===== config.mk =====
export PLATFORM = sky130hd
export DESIGN_NAME = balance_cascade_controller
export DESIGN_NICKNAME = d
export VERILOG_FILES = /design/src/hdl/bcc_pkg.sv /design/src/hdl/bcc_regs.sv /design/src/hdl/bcc_ctrl.sv /design/src/hdl/bcc_dpath.sv /design/src/hdl/balance_cascade_controller.sv
export SDC_FILE = /design/constraint.sdc
export NUM_CORES = 2
export LEC_CHECK = 0
export ABC_AREA = 1
export BUFFER_PORTS_ARGS = -buffer_cell sky130_fd_sc_hd__buf_2
export CORE_ASPECT_RATIO = 1.2
export CORE_UTILIZATION = 56
export DETAILED_ROUTE_END_ITERATION = 10
export PLACE_DENSITY = 0.74
export SLEW_MARGIN = 20
export SYNTH_ARGS = -nofsm -noshare
export SYNTH_HDL_FRONTEND = slang
export SYNTH_HIERARCHICAL = 1
export SYNTH_SLANG_ARGS = --single-unit

===== constraint.sdc =====
create_clock -name clock -period 19.3 [get_ports clock]
set_input_delay 4.825 -clock clock [delete_from_list [all_inputs] [get_ports clock]]
set_output_delay 4.825 -clock clock [all_outputs]
set_load 0.005 [all_outputs]

===== src/hdl/bcc_pkg.sv =====
// ----------------------------------------------------------------------------
// bcc_pkg: shared types and constants of the balance cascade controller
// Number formats, configuration layout, sequencer states and the command
// bundle between the controller and the datapath.
// ----------------------------------------------------------------------------
package bcc_pkg;

   // fraction bits of the loop gains
   localparam int FracBits    = 8;
   localparam int ANGLE_FRAC  = 6;
   localparam int SPEED_FRAC  = 8;
   localparam int FILT_SHIFT  = 8;
   localparam int FILT_OLD    = 179;
   localparam int FILT_NEW    = 77;
   localparam int DRIVE_SPEED = 1000;

   // shared multiplier and accumulator widths
   localparam int MUL_A_W = 34;
   localparam int MUL_B_W = 18;
   localparam int PROD_W  = MUL_A_W + MUL_B_W;
   localparam int ACC_W   = 56;

   // configuration port
   localparam int CFG_IDX_W  = 3;
   localparam int CFG_DATA_W = 20;

   localparam logic [CFG_IDX_W-1:0] CFG_ZERO_ANGLE     = 3'd0;
   localparam logic [CFG_IDX_W-1:0] CFG_ANGLE_KP       = 3'd1;
   localparam logic [CFG_IDX_W-1:0] CFG_ANGLE_KD       = 3'd2;
   localparam logic [CFG_IDX_W-1:0] CFG_SPEED_KP       = 3'd3;
   localparam logic [CFG_IDX_W-1:0] CFG_SPEED_KI       = 3'd4;
   localparam logic [CFG_IDX_W-1:0] CFG_DISTANCE_LIMIT = 3'd5;
   localparam logic [CFG_IDX_W-1:0] CFG_MOTOR_LIMIT    = 3'd6;
   localparam logic [CFG_IDX_W-1:0] CFG_TURN_OFFSET    = 3'd7;

   // drive modes
   localparam logic [2:0] MODE_STOP    = 3'd0;
   localparam logic [2:0] MODE_FORWARD = 3'd1;
   localparam logic [2:0] MODE_BACK    = 3'd2;
   localparam logic [2:0] MODE_LEFT    = 3'd3;
   localparam logic [2:0] MODE_RIGHT   = 3'd4;

   typedef struct packed {
      logic signed [15:0] zero_angle;
      logic [15:0]        angle_kp;
      logic [15:0]        angle_kd;
      logic [15:0]        speed_kp;
      logic [15:0]        speed_ki;
      logic [19:0]        distance_limit;
      logic [14:0]        motor_limit;
      logic [14:0]        turn_offset;
   } cfg_type;

   typedef enum logic [3:0] {
      ST_IDLE,
      ST_ANG_P,
      ST_ANG_D,
      ST_ANG_SUM,
      ST_ANG_SAVE,
      ST_FLT_OLD,
      ST_FLT_NEW,
      ST_FLT_SUM,
      ST_FLT_SAVE,
      ST_DIST,
      ST_SPT_P,
      ST_SPT_I,
      ST_SPT_SUM,
      ST_SPT_SAVE,
      ST_MIX,
      ST_OUT
   } state_type;

   typedef enum logic [2:0] {
      MUL_ANG_P,
      MUL_ANG_D,
      MUL_FLT_OLD,
      MUL_FLT_NEW,
      MUL_SPT_P,
      MUL_SPT_I
   } mul_sel_type;

   typedef enum logic [1:0] {
      ACC_HOLD,
      ACC_LOAD,
      ACC_ADD,
      ACC_ADD_SH
   } acc_op_type;

   typedef struct packed {
      logic        capture;
      mul_sel_type mul_sel;
      acc_op_type  acc_op;
      logic        save_angle;
      logic        speed_prep;
      logic        save_filt;
      logic        upd_dist;
      logic        save_spt;
      logic        mix;
      logic        emit;
   } cmd_type;

   typedef struct packed {
      logic speed_update;
   } sts_type;

   // saturate a wide signed value to the 32-bit signed range
   function automatic logic signed [31:0] sat32(input logic signed [ACC_W-1:0] x);
      logic signed [ACC_W-1:0] hi;
      logic signed [ACC_W-1:0] lo;
      hi = {{(ACC_W-31){1'b0}}, {31{1'b1}}};
      lo = {{(ACC_W-31){1'b1}}, {31{1'b0}}};
      if (x > hi) begin
         return 32'sh7FFF_FFFF;
      end else if (x < lo) begin
         return 32'sh8000_0000;
      end else begin
         return x[31:0];
      end
   endfunction

endpackage


===== src/hdl/bcc_regs.sv =====
// ----------------------------------------------------------------------------
// bcc_regs: configuration register file
// Holds the gains and limits; written one register per csr item.
// ----------------------------------------------------------------------------
module bcc_regs
   import bcc_pkg::*;
(
   input  logic                  clock,
   input  logic                  reset,
   input  logic                  csr_valid,
   output logic                  csr_ready,
   input  logic [CFG_IDX_W-1:0]  csr_index,
   input  logic [CFG_DATA_W-1:0] csr_data,
   output cfg_type               cfg
);

   cfg_type cfg_ff;
   cfg_type cfg_in;

   assign csr_ready = 1'b1;
   assign cfg       = cfg_ff;

   always_comb begin
      cfg_in = cfg_ff;
      if (csr_valid) begin
         unique case (csr_index)
            CFG_ZERO_ANGLE:     cfg_in.zero_angle     = csr_data[15:0];
            CFG_ANGLE_KP:       cfg_in.angle_kp       = csr_data[15:0];
            CFG_ANGLE_KD:       cfg_in.angle_kd       = csr_data[15:0];
            CFG_SPEED_KP:       cfg_in.speed_kp       = csr_data[15:0];
            CFG_SPEED_KI:       cfg_in.speed_ki       = csr_data[15:0];
            CFG_DISTANCE_LIMIT: cfg_in.distance_limit = csr_data[19:0];
            CFG_MOTOR_LIMIT:    cfg_in.motor_limit    = csr_data[14:0];
            CFG_TURN_OFFSET:    cfg_in.turn_offset    = csr_data[14:0];
            default: ;
         endcase
      end
   end

   always_ff @(posedge clock) begin
      if (reset) begin
         cfg_ff.zero_angle     <= 16'sd0;
         cfg_ff.angle_kp       <= 16'd25600;
         cfg_ff.angle_kd       <= 16'd79;
         cfg_ff.speed_kp       <= 16'd1536;
         cfg_ff.speed_ki       <= 16'd51;
         cfg_ff.distance_limit <= 20'd4000;
         cfg_ff.motor_limit    <= 15'd7200;
         cfg_ff.turn_offset    <= 15'd400;
      end else begin
         cfg_ff <= cfg_in;
      end
   end

endmodule


===== src/hdl/bcc_ctrl.sv =====
// ----------------------------------------------------------------------------
// bcc_ctrl: tick sequencer
// Steps the shared multiplier and accumulator through the angle term, the
// optional speed loop and the motor mix, and owns the item handshakes.
// ----------------------------------------------------------------------------
module bcc_ctrl
   import bcc_pkg::*;
(
   input  logic    clock,
   input  logic    reset,
   input  logic    req_tvalid,
   output logic    req_tready,
   output logic    rsp_tvalid,
   input  logic    rsp_tready,
   input  sts_type sts,
   output cmd_type cmd
);

   state_type state_ff;
   state_type state_in;
   logic      rsp_valid_ff;
   logic      rsp_valid_in;
   logic      out_free;

   assign out_free   = !rsp_valid_ff || rsp_tready;
   assign rsp_tvalid = rsp_valid_ff;

   always_comb begin
      state_in = state_ff;
      unique case (state_ff)
         ST_IDLE:     if (req_tvalid) state_in = ST_ANG_P;
         ST_ANG_P:    state_in = ST_ANG_D;
         ST_ANG_D:    state_in = ST_ANG_SUM;
         ST_ANG_SUM:  state_in = ST_ANG_SAVE;
         ST_ANG_SAVE: state_in = sts.speed_update ? ST_FLT_OLD : ST_MIX;
         ST_FLT_OLD:  state_in = ST_FLT_NEW;
         ST_FLT_NEW:  state_in = ST_FLT_SUM;
         ST_FLT_SUM:  state_in = ST_FLT_SAVE;
         ST_FLT_SAVE: state_in = ST_DIST;
         ST_DIST:     state_in = ST_SPT_P;
         ST_SPT_P:    state_in = ST_SPT_I;
         ST_SPT_I:    state_in = ST_SPT_SUM;
         ST_SPT_SUM:  state_in = ST_SPT_SAVE;
         ST_SPT_SAVE: state_in = ST_MIX;
         ST_MIX:      state_in = ST_OUT;
         ST_OUT:      if (out_free) state_in = ST_IDLE;
      endcase
   end

   always_comb begin
      cmd        = '0;
      req_tready = 1'b0;
      unique case (state_ff)
         ST_IDLE: begin
            req_tready  = 1'b1;
            cmd.capture = req_tvalid;
         end
         ST_ANG_P: cmd.mul_sel = MUL_ANG_P;
         ST_ANG_D: begin
            cmd.mul_sel = MUL_ANG_D;
            cmd.acc_op  = ACC_LOAD;
         end
         ST_ANG_SUM: cmd.acc_op = ACC_ADD;
         ST_ANG_SAVE: begin
            cmd.save_angle = 1'b1;
            cmd.speed_prep = sts.speed_update;
         end
         ST_FLT_OLD: cmd.mul_sel = MUL_FLT_OLD;
         ST_FLT_NEW: begin
            cmd.mul_sel = MUL_FLT_NEW;
            cmd.acc_op  = ACC_LOAD;
         end
         ST_FLT_SUM:  cmd.acc_op = ACC_ADD_SH;
         ST_FLT_SAVE: cmd.save_filt = 1'b1;
         ST_DIST:     cmd.upd_dist = 1'b1;
         ST_SPT_P:    cmd.mul_sel = MUL_SPT_P;
         ST_SPT_I: begin
            cmd.mul_sel = MUL_SPT_I;
            cmd.acc_op  = ACC_LOAD;
         end
         ST_SPT_SUM:  cmd.acc_op = ACC_ADD;
         ST_SPT_SAVE: cmd.save_spt = 1'b1;
         ST_MIX:      cmd.mix = 1'b1;
         ST_OUT:      cmd.emit = out_free;
      endcase
   end

   // hold the result until the sink takes it
   always_comb begin
      rsp_valid_in = rsp_valid_ff;
      if (cmd.emit) begin
         rsp_valid_in = 1'b1;
      end else if (rsp_tready) begin
         rsp_valid_in = 1'b0;
      end
   end

   always_ff @(posedge clock) begin
      if (reset) begin
         state_ff     <= ST_IDLE;
         rsp_valid_ff <= 1'b0;
      end else begin
         state_ff     <= state_in;
         rsp_valid_ff <= rsp_valid_in;
      end
   end

endmodule


===== src/hdl/bcc_dpath.sv =====
// ----------------------------------------------------------------------------
// bcc_dpath: controller datapath
// Held commands, encoder accumulators, speed loop state, one shared
// 34x18 multiplier with a registered product, an accumulator, and the
// motor mix with saturation and sign split.
// ----------------------------------------------------------------------------
module bcc_dpath
   import bcc_pkg::*;
(
   input  logic               clock,
   input  logic               reset,
   input  cmd_type            cmd,
   input  cfg_type            cfg,
   input  logic signed [15:0] roll_angle,
   input  logic signed [15:0] roll_rate,
   input  logic signed [15:0] left_count,
   input  logic signed [15:0] right_count,
   input  logic [2:0]         drive_mode,
   input  logic               speed_update,
   output sts_type            sts,
   output logic [14:0]        left_duty,
   output logic               left_reverse,
   output logic [14:0]        right_duty,
   output logic               right_reverse
);

   localparam int DIST_W  = 36;
   localparam int MOTOR_W = 35;

   // item operands
   logic signed [16:0]         diff_ff;
   logic signed [15:0]         rate_ff;
   logic                       upd_ff;

   // loop state
   logic signed [15:0]         speed_cmd_ff, speed_cmd_in;
   logic signed [15:0]         turn_cmd_ff, turn_cmd_in;
   logic signed [31:0]         left_accum_ff, left_accum_in;
   logic signed [31:0]         right_accum_ff, right_accum_in;
   logic signed [31:0]         filt_ff;
   logic signed [31:0]         dist_ff, dist_in;
   logic signed [31:0]         spt_ff;
   logic signed [MUL_A_W-1:0]  s_ff;

   // arithmetic unit
   logic signed [MUL_A_W-1:0]  mul_a;
   logic signed [MUL_B_W-1:0]  mul_b;
   logic signed [PROD_W-1:0]   prod_ff;
   logic signed [ACC_W-1:0]    acc_ff, acc_in, prod_ext;
   logic signed [31:0]         angle_ff;
   logic signed [MUL_A_W-1:0]  base_ff;

   // distance and motor clamps
   logic signed [DIST_W-1:0]   dist_sum, dist_lim;
   logic signed [MOTOR_W-1:0]  left_val, right_val, motor_lim;
   logic [15:0]                left_out, right_out;

   logic [14:0]                left_duty_ff, right_duty_ff;
   logic                       left_rev_ff, right_rev_ff;

   assign sts.speed_update = upd_ff;
   assign left_duty        = left_duty_ff;
   assign left_reverse     = left_rev_ff;
   assign right_duty       = right_duty_ff;
   assign right_reverse    = right_rev_ff;

   // clamp to +-lim and split into {reverse, magnitude}
   function automatic logic [15:0] motor_split(input logic signed [MOTOR_W-1:0] v,
                                               input logic signed [MOTOR_W-1:0] lim);
      logic signed [MOTOR_W-1:0] c;
      logic signed [MOTOR_W-1:0] mag;
      if (v > lim) begin
         c = lim;
      end else if (v < -lim) begin
         c = -lim;
      end else begin
         c = v;
      end
      mag = c[MOTOR_W-1] ? -c : c;
      return {c[MOTOR_W-1], mag[14:0]};
   endfunction

   // drive mode and encoder accumulation at capture
   always_comb begin
      speed_cmd_in = speed_cmd_ff;
      turn_cmd_in  = turn_cmd_ff;
      unique case (drive_mode)
         MODE_STOP: begin
            speed_cmd_in = '0;
            turn_cmd_in  = '0;
         end
         MODE_FORWARD: speed_cmd_in = 16'(DRIVE_SPEED);
         MODE_BACK:    speed_cmd_in = -16'(DRIVE_SPEED);
         MODE_LEFT:    turn_cmd_in  = -$signed({1'b0, cfg.turn_offset});
         MODE_RIGHT:   turn_cmd_in  = $signed({1'b0, cfg.turn_offset});
         default:      speed_cmd_in = '0;
      endcase
      left_accum_in  = sat32(ACC_W'(left_accum_ff) + ACC_W'(left_count));
      right_accum_in = sat32(ACC_W'(right_accum_ff) + ACC_W'(right_count));
   end

   // operand select for the shared multiplier
   always_comb begin
      unique case (cmd.mul_sel)
         MUL_ANG_P: begin
            mul_a = MUL_A_W'(diff_ff);
            mul_b = $signed({2'b00, cfg.angle_kp});
         end
         MUL_ANG_D: begin
            mul_a = MUL_A_W'(rate_ff);
            mul_b = $signed({2'b00, cfg.angle_kd});
         end
         MUL_FLT_OLD: begin
            mul_a = MUL_A_W'(filt_ff);
            mul_b = MUL_B_W'(FILT_OLD);
         end
         MUL_FLT_NEW: begin
            mul_a = s_ff;
            mul_b = MUL_B_W'(FILT_NEW);
         end
         MUL_SPT_P: begin
            mul_a = MUL_A_W'(filt_ff);
            mul_b = $signed({2'b00, cfg.speed_kp});
         end
         MUL_SPT_I: begin
            mul_a = MUL_A_W'(dist_ff);
            mul_b = $signed({2'b00, cfg.speed_ki});
         end
         default: begin
            mul_a = '0;
            mul_b = '0;
         end
      endcase
   end

   assign prod_ext = ACC_W'(prod_ff);

   always_comb begin
      unique case (cmd.acc_op)
         ACC_HOLD:   acc_in = acc_ff;
         ACC_LOAD:   acc_in = prod_ext;
         ACC_ADD:    acc_in = acc_ff + prod_ext;
         ACC_ADD_SH: acc_in = acc_ff + (prod_ext <<< FILT_SHIFT);
      endcase
   end

   // distance integral with symmetric clamp
   assign dist_lim = $signed(DIST_W'(cfg.distance_limit) << SPEED_FRAC);
   always_comb begin
      dist_sum = DIST_W'(dist_ff) + DIST_W'(filt_ff)
               + DIST_W'($signed({speed_cmd_ff, 8'h00}));
      if (dist_sum > dist_lim) begin
         dist_in = dist_lim[31:0];
      end else if (dist_sum < -dist_lim) begin
         dist_in = 32'(-dist_lim);
      end else begin
         dist_in = dist_sum[31:0];
      end
   end

   assign motor_lim = $signed(MOTOR_W'(cfg.motor_limit));
   assign left_val  = MOTOR_W'(base_ff) + MOTOR_W'(turn_cmd_ff);
   assign right_val = MOTOR_W'(base_ff) - MOTOR_W'(turn_cmd_ff);
   assign left_out  = motor_split(left_val, motor_lim);
   assign right_out = motor_split(right_val, motor_lim);

   // loop state
   always_ff @(posedge clock) begin
      if (reset) begin
         speed_cmd_ff   <= '0;
         turn_cmd_ff    <= '0;
         left_accum_ff  <= '0;
         right_accum_ff <= '0;
         filt_ff        <= '0;
         dist_ff        <= '0;
         spt_ff         <= '0;
         upd_ff         <= 1'b0;
      end else begin
         if (cmd.capture) begin
            speed_cmd_ff   <= speed_cmd_in;
            turn_cmd_ff    <= turn_cmd_in;
            left_accum_ff  <= left_accum_in;
            right_accum_ff <= right_accum_in;
            upd_ff         <= speed_update;
         end else if (cmd.speed_prep) begin
            left_accum_ff  <= '0;
            right_accum_ff <= '0;
         end
         if (cmd.save_filt) begin
            filt_ff <= sat32(acc_ff >>> FILT_SHIFT);
         end
         if (cmd.upd_dist) begin
            dist_ff <= dist_in;
         end
         if (cmd.save_spt) begin
            spt_ff <= sat32(acc_ff >>> (SPEED_FRAC + FracBits));
         end
      end
   end

   // operands and arithmetic pipeline
   always_ff @(posedge clock) begin
      if (cmd.capture) begin
         diff_ff <= 17'(roll_angle) - 17'(cfg.zero_angle);
         rate_ff <= roll_rate;
      end
      if (cmd.speed_prep) begin
         s_ff <= -(MUL_A_W'(left_accum_ff) + MUL_A_W'(right_accum_ff));
      end
      prod_ff <= mul_a * mul_b;
      acc_ff  <= acc_in;
      if (cmd.save_angle) begin
         angle_ff <= 32'(acc_ff >>> (ANGLE_FRAC + FracBits));
      end
      if (cmd.mix) begin
         base_ff <= MUL_A_W'(angle_ff) + MUL_A_W'(spt_ff);
      end
      if (cmd.emit) begin
         left_duty_ff  <= left_out[14:0];
         left_rev_ff   <= left_out[15];
         right_duty_ff <= right_out[14:0];
         right_rev_ff  <= right_out[15];
      end
   end

endmodule


===== src/hdl/balance_cascade_controller.sv =====
// A tick runs the angle states and the motor mix, and with speed_update set
// also the filter, distance and speed PI states. A new item is taken only
// after the last item's result is registered; the single shared multiplier
// and accumulator step through every product of the tick in turn.
// Reset: synchronous, active high; clears all loop state and restores the
// default gains and limits.
// ----------------------------------------------------------------------------
// balance_cascade_controller: balancing robot cascade PD/PI controller
// Angle PD term plus a speed PI loop with low-pass filter and clamped
// distance integral, mixed with a turn offset into two motor drives.
// ----------------------------------------------------------------------------
module balance_cascade_controller
   import bcc_pkg::*;
(
   input  logic                  clock,
   input  logic                  reset,
   // req_tdata: roll_angle[15:0], roll_rate[31:16], left_count[47:32],
   //            right_count[63:48], drive_mode[66:64], speed_update[67]
   input  logic                  req_tvalid,
   output logic                  req_tready,
   input  logic [71:0]           req_tdata,
   // rsp_tdata: left_duty[14:0], left_reverse[15], right_duty[30:16],
   //            right_reverse[31]
   output logic                  rsp_tvalid,
   input  logic                  rsp_tready,
   output logic [31:0]           rsp_tdata,
   input  logic                  csr_valid,
   output logic                  csr_ready,
   input  logic [CFG_IDX_W-1:0]  csr_index,
   input  logic [CFG_DATA_W-1:0] csr_data
);

   cfg_type     cfg;
   cmd_type     cmd;
   sts_type     sts;
   logic [14:0] left_duty, right_duty;
   logic        left_reverse, right_reverse;

   assign rsp_tdata = {right_reverse, right_duty, left_reverse, left_duty};

   bcc_regs u_regs (
      .clock     (clock),
      .reset     (reset),
      .csr_valid (csr_valid),
      .csr_ready (csr_ready),
      .csr_index (csr_index),
      .csr_data  (csr_data),
      .cfg       (cfg)
   );

   bcc_ctrl u_ctrl (
      .clock      (clock),
      .reset      (reset),
      .req_tvalid (req_tvalid),
      .req_tready (req_tready),
      .rsp_tvalid (rsp_tvalid),
      .rsp_tready (rsp_tready),
      .sts        (sts),
      .cmd        (cmd)
   );

   bcc_dpath u_dpath (
      .clock         (clock),
      .reset         (reset),
      .cmd           (cmd),
      .cfg           (cfg),
      .roll_angle    (req_tdata[15:0]),
      .roll_rate     (req_tdata[31:16]),
      .left_count    (req_tdata[47:32]),
      .right_count   (req_tdata[63:48]),
      .drive_mode    (req_tdata[66:64]),
      .speed_update  (req_tdata[67]),
      .sts           (sts),
      .left_duty     (left_duty),
      .left_reverse  (left_reverse),
      .right_duty    (right_duty),
      .right_reverse (right_reverse)
   );

endmodule


==> metrics.txt <==
# TYPE chip_impl_metric gauge
chip_impl_metric{name="groute.layer.met3.usage",unit=""} 0.0439
chip_impl_metric{name="design.core.area",unit="mm^2"} 0.122
chip_impl_info{name="rsz0062_at_grt",value="no"} 1
chip_impl_info{name="path_common_cell",value="inv_1"} 1
chip_impl_metric{name="cts-htree-levels",unit=""} 3
chip_impl_metric{name="cts_setup_buffers",unit=""} 0
chip_impl_metric{name="cts_buffer_depth",unit=""} 3
chip_impl_metric{name="hold_violations",unit=""} 0
chip_impl_metric{name="reg2reg_depth",unit=""} 31
chip_impl_metric{name="async_reset_ff_frac",unit=""} 0
chip_impl_metric{name="syn_inst",unit=""} 9582
chip_impl_metric{name="clock_latency",unit="ns"} 0.69
chip_impl_metric{name="fp.dieW",unit="um"} 322
chip_impl_info{name="clock-root-buffer",value="clkbuf_16"} 1
chip_impl_metric{name="clock_sink_count",unit=""} 586
chip_impl_metric{name="syn_avg_cell_area",unit="um^2"} 7.19
chip_impl_metric{name="grt_pass1_wl",unit="um"} 336000
chip_impl_metric{name="fin_setup_tns",unit="ns"} 0
chip_impl_metric{name="via_per_inst",unit=""} 5.64
chip_impl_metric{name="drtPass1Iterations",unit=""} 8
chip_impl_metric{name="ios",unit=""} 135
chip_impl_metric{name="cap_violations",unit=""} 0
chip_impl_metric{name="start_util",unit=""} 0.566
chip_impl_info{name="endpoint_of_the_worst_register_to_register_path",value="u_dpath/prod_ff[47]"} 1
chip_impl_metric{name="final.period_utilization",unit=""} 0.512
chip_impl_metric{name="timing.clock.skew",unit="ns"} 0.0361
chip_impl_metric{name="first_iter_violations",unit=""} 5798
chip_impl_metric{name="timing.critical_path.arrival",unit="ns"} 10.46
chip_impl_metric{name="area_delta_synth_final",unit="%"} 6.54
chip_impl_metric{name="worst_ep_required_time",unit="ns"} 19.88
chip_impl_metric{name="portBuffers",unit=""} 129
chip_impl_metric{name="min_period",unit="ns"} 9.88
chip_impl_info{name="worstSetupPathType",value="reg -> reg"} 1
chip_impl_metric{name="drc_errors",unit=""} 0
chip_impl_info{name="hp-class",value="reg -> reg"} 1
chip_impl_metric{name="final_max_slew_viol_count",unit=""} 0
chip_impl_metric{name="yosys.cell_types.count",unit=""} 67
chip_impl_metric{name="cts.repair.resized",unit=""} 0
chip_impl_info{name="critPathLaunch",value="u_ctrl/state_ff[1]"} 1
chip_impl_metric{name="worst-r2r-setup-slack",unit="ns"} 9.42
chip_impl_metric{name="finalWirelength",unit="um"} 215000
chip_impl_metric{name="tightestPinTransition",unit="ns"} 1.10
chip_impl_metric{name="floorplan.die.height",unit="um"} 386
chip_impl_metric{name="critPathMaxFanout",unit=""} 33
chip_impl_info{name="setup.worst_path.end",value="u_dpath/prod_ff[47]"} 1
chip_impl_metric{name="wl_per_cell",unit="um"} 19.1
chip_impl_metric{name="die-area",unit="mm^2"} 0.124
chip_impl_metric{name="max_stage_delay",unit="ns"} 0.94
chip_impl_metric{name="drive_above_1_share",unit=""} 0.0499
chip_impl_metric{name="number_of_buffers_inserted_for_hold_repair_after_clock_tree_synthesis",unit=""} 0
chip_impl_info{name="synthFlopType",value="dfxtp_1"} 1
chip_impl_metric{name="seq_area_frac_synth",unit=""} 0.202
chip_impl_metric{name="met1_usage_in_global_routing",unit=""} 0.420
chip_impl_metric{name="worst_slew_slack_as_a_fraction_of_its_limit",unit=""} 0.265
chip_impl_metric{name="first_global_vias",unit=""} 61993
chip_impl_info{name="critical_path.slowest_cell",value="nor4_1"} 1
chip_impl_metric{name="nNetsFinal",unit=""} 10872
chip_impl_metric{name="tritoncts.num_buffers",unit=""} 68
chip_impl_info{name="outcome",value="complete, no violations"} 1
chip_impl_metric{name="antenna_left",unit=""} 0
chip_impl_metric{name="placement_rows",unit=""} 140
chip_impl_info{name="worstReg2RegStart",value="u_ctrl/state_ff[1]"} 1
chip_impl_metric{name="postSynthRegisterBits",unit=""} 586
chip_impl_metric{name="number_of_vias_after_detailed_routing",unit=""} 63461
chip_impl_metric{name="yosysWarnings",unit=""} 6
chip_impl_info{name="globalRoute.busiestLayer",value="met2"} 1
chip_impl_metric{name="syn-cell-area",unit="mm^2"} 0.0689
chip_impl_metric{name="synth_net_count",unit=""} 10893
chip_impl_metric{name="fmaxAchievable",unit="GHz"} 0.101
chip_impl_info{name="critical_path.endpoint_type",value="flop"} 1
chip_impl_metric{name="gr_overflow_total",unit=""} 0
chip_impl_metric{name="grt_start_max_net_pins",unit=""} 88
chip_impl_metric{name="synth_enable_flop_cells",unit=""} 220
chip_impl_metric{name="setup_viol_count_final",unit=""} 0
chip_impl_info{name="cts_tree",value="done"} 1
chip_impl_metric{name="clk_pin_slew",unit="ns"} 0.06
chip_impl_info{name="timing.critical_path.from_type",value="flop"} 1
chip_impl_metric{name="grt_use_total",unit=""} 0.345
chip_impl_metric{name="gp_congestion",unit=""} 1.02
chip_impl_metric{name="globalRouteMet2Util",unit=""} 0.587
chip_impl_metric{name="hpwl",unit="um"} 172000
chip_impl_metric{name="antenna_found_initial",unit=""} 5
how the worst min path moves through the flow:
stage / to / slack [ns] / start / cells after the start
after detailed placement: u_regs/cfg[75] / 0.46 / u_regs/cfg[75] / 2
final: u_regs/cfg[75] / 0.47 / u_regs/cfg[75] / 2
after floorplan: u_regs/cfg[75] / 0.43 / u_regs/cfg[75] / 2
after global placement: u_regs/cfg[75] / 0.44 / u_regs/cfg[75] / 2
after CTS: u_regs/cfg[75] / 0.47 / u_regs/cfg[75] / 2
after global routing: u_regs/cfg[75] / 0.48 / u_regs/cfg[75] / 2
state kept, by name, summed over array words and instances (netlist names), 17 cells and up:
| register | flops |
|---|---|
| u_dpath/acc_ff | 56 |
| u_dpath/s_ff | 34 |
| u_dpath/filt_ff | 32 |
| u_dpath/diff_ff | 17 |
| u_dpath/prod_ff | 51 |
| u_dpath/left_accum_ff | 32 |
| u_dpath/right_accum_ff | 32 |
| u_dpath/spt_ff | 32 |
| u_dpath/dist_ff | 32 |
| u_dpath/angle_ff | 32 |
| u_dpath/base_ff | 33 |
| u_regs/cfg | 130 |
worst max-delay path: cells and delay by family (launching register included):
family                   cells  cell delay (ns)
XOR/XNOR                     1             0.15
flip-flops                   1             0.55
AND/OR/NAND/NOR              8             2.42
buffers and inverters        9             1.33
adder cells (fa/ha/maj)      7             3.53
AO/OA/AOI/OAI                6             1.79
cell families (layout without fill, tap and decap cells):
family | after synthesis | in the layout | synth area share
simple gates | 3693 | 3693 | 0.222
other cells | 1 | 5 | 0.0000545
fa+ha+maj | 1211 | 1211 | 0.280
flops | 586 | 586 | 0.202
buf+inv | 2218 | 2253 | 0.124
compound gates | 1575 | 1575 | 0.133
xor+xnor | 298 | 298 | 0.0385
cell usage after synthesis, types with 27 or more instances:
cell      instances  area (um^2)
a221oi_1         46          403
a22o_1           36          315
a21oi_1         705         3530
inv_1          1897         7120
o21ai_1          27          135
nor4_1           33          206
inv_2            36          135
nor2_2           31          194
xnor2_1          79          692
o21bai_1         27          203
o21ai_0         393         1970
ha_1            663         8300
nor2_1          876         3290
dfxtp_1         366         7330
o221ai_1         79          692
clkbuf_1        187          702
o211ai_1         37          278
nand4_1          69          432
xor2_1          217         1900
o21a_1           28          210
edfxtp_1        220         6610
nor3_1           87          435
a31oi_1          95          594
nand2_1        2044         7670
fa_1            548        11000
nand3_1         438         2190
buf_2            45          225
per-stage QoR:
step                worst slack (ns)  hold WS (ns)  utilization  std cells  area, um^2
floorplan                      11.46         0.430            -       9582       68900
global placement                9.71         0.444        0.582      11124       70800
detailed placement              9.72         0.456        0.582      11124       70900
CTS                             9.68         0.470        0.602      11250       73300
global route                    9.05         0.483        0.602      11250       73300
finish                          9.42         0.470        0.603      11254       73400
cell usage in the layout (no fill, tap or decap), types with 217 or more instances in the layout:
cell type	count
inv_1	1895
nor2_1	865
a21oi_1	703
xor2_1	217
dfxtp_1	366
fa_1	548
ha_1	663
nand3_1	438
nand2_1	2043
o21ai_0	392
edfxtp_1	220
routing by layer:
layer  routed length, um  vias up
li1                    -    30513
met1               83300    29925
met5                  27        -
met4               13800        4
met2              102000     2454
met3               15500      565
area by class of cell:
class | instances | area [um^2]
antenna | 4 | 10.0
clock buffer | 90 | 1900
clock inverter | 36 | 597
fill | 11270 | 48400
inverter | 1939 | 7280
multi-input combinational | 6778 | 46500
sequential | 586 | 13900
tap | 1633 | 2040
timing repair buffer | 188 | 1090
Power is not shown: default switching activity piles up to over one toggle a cycle in this logic, so the estimate is an artifact.
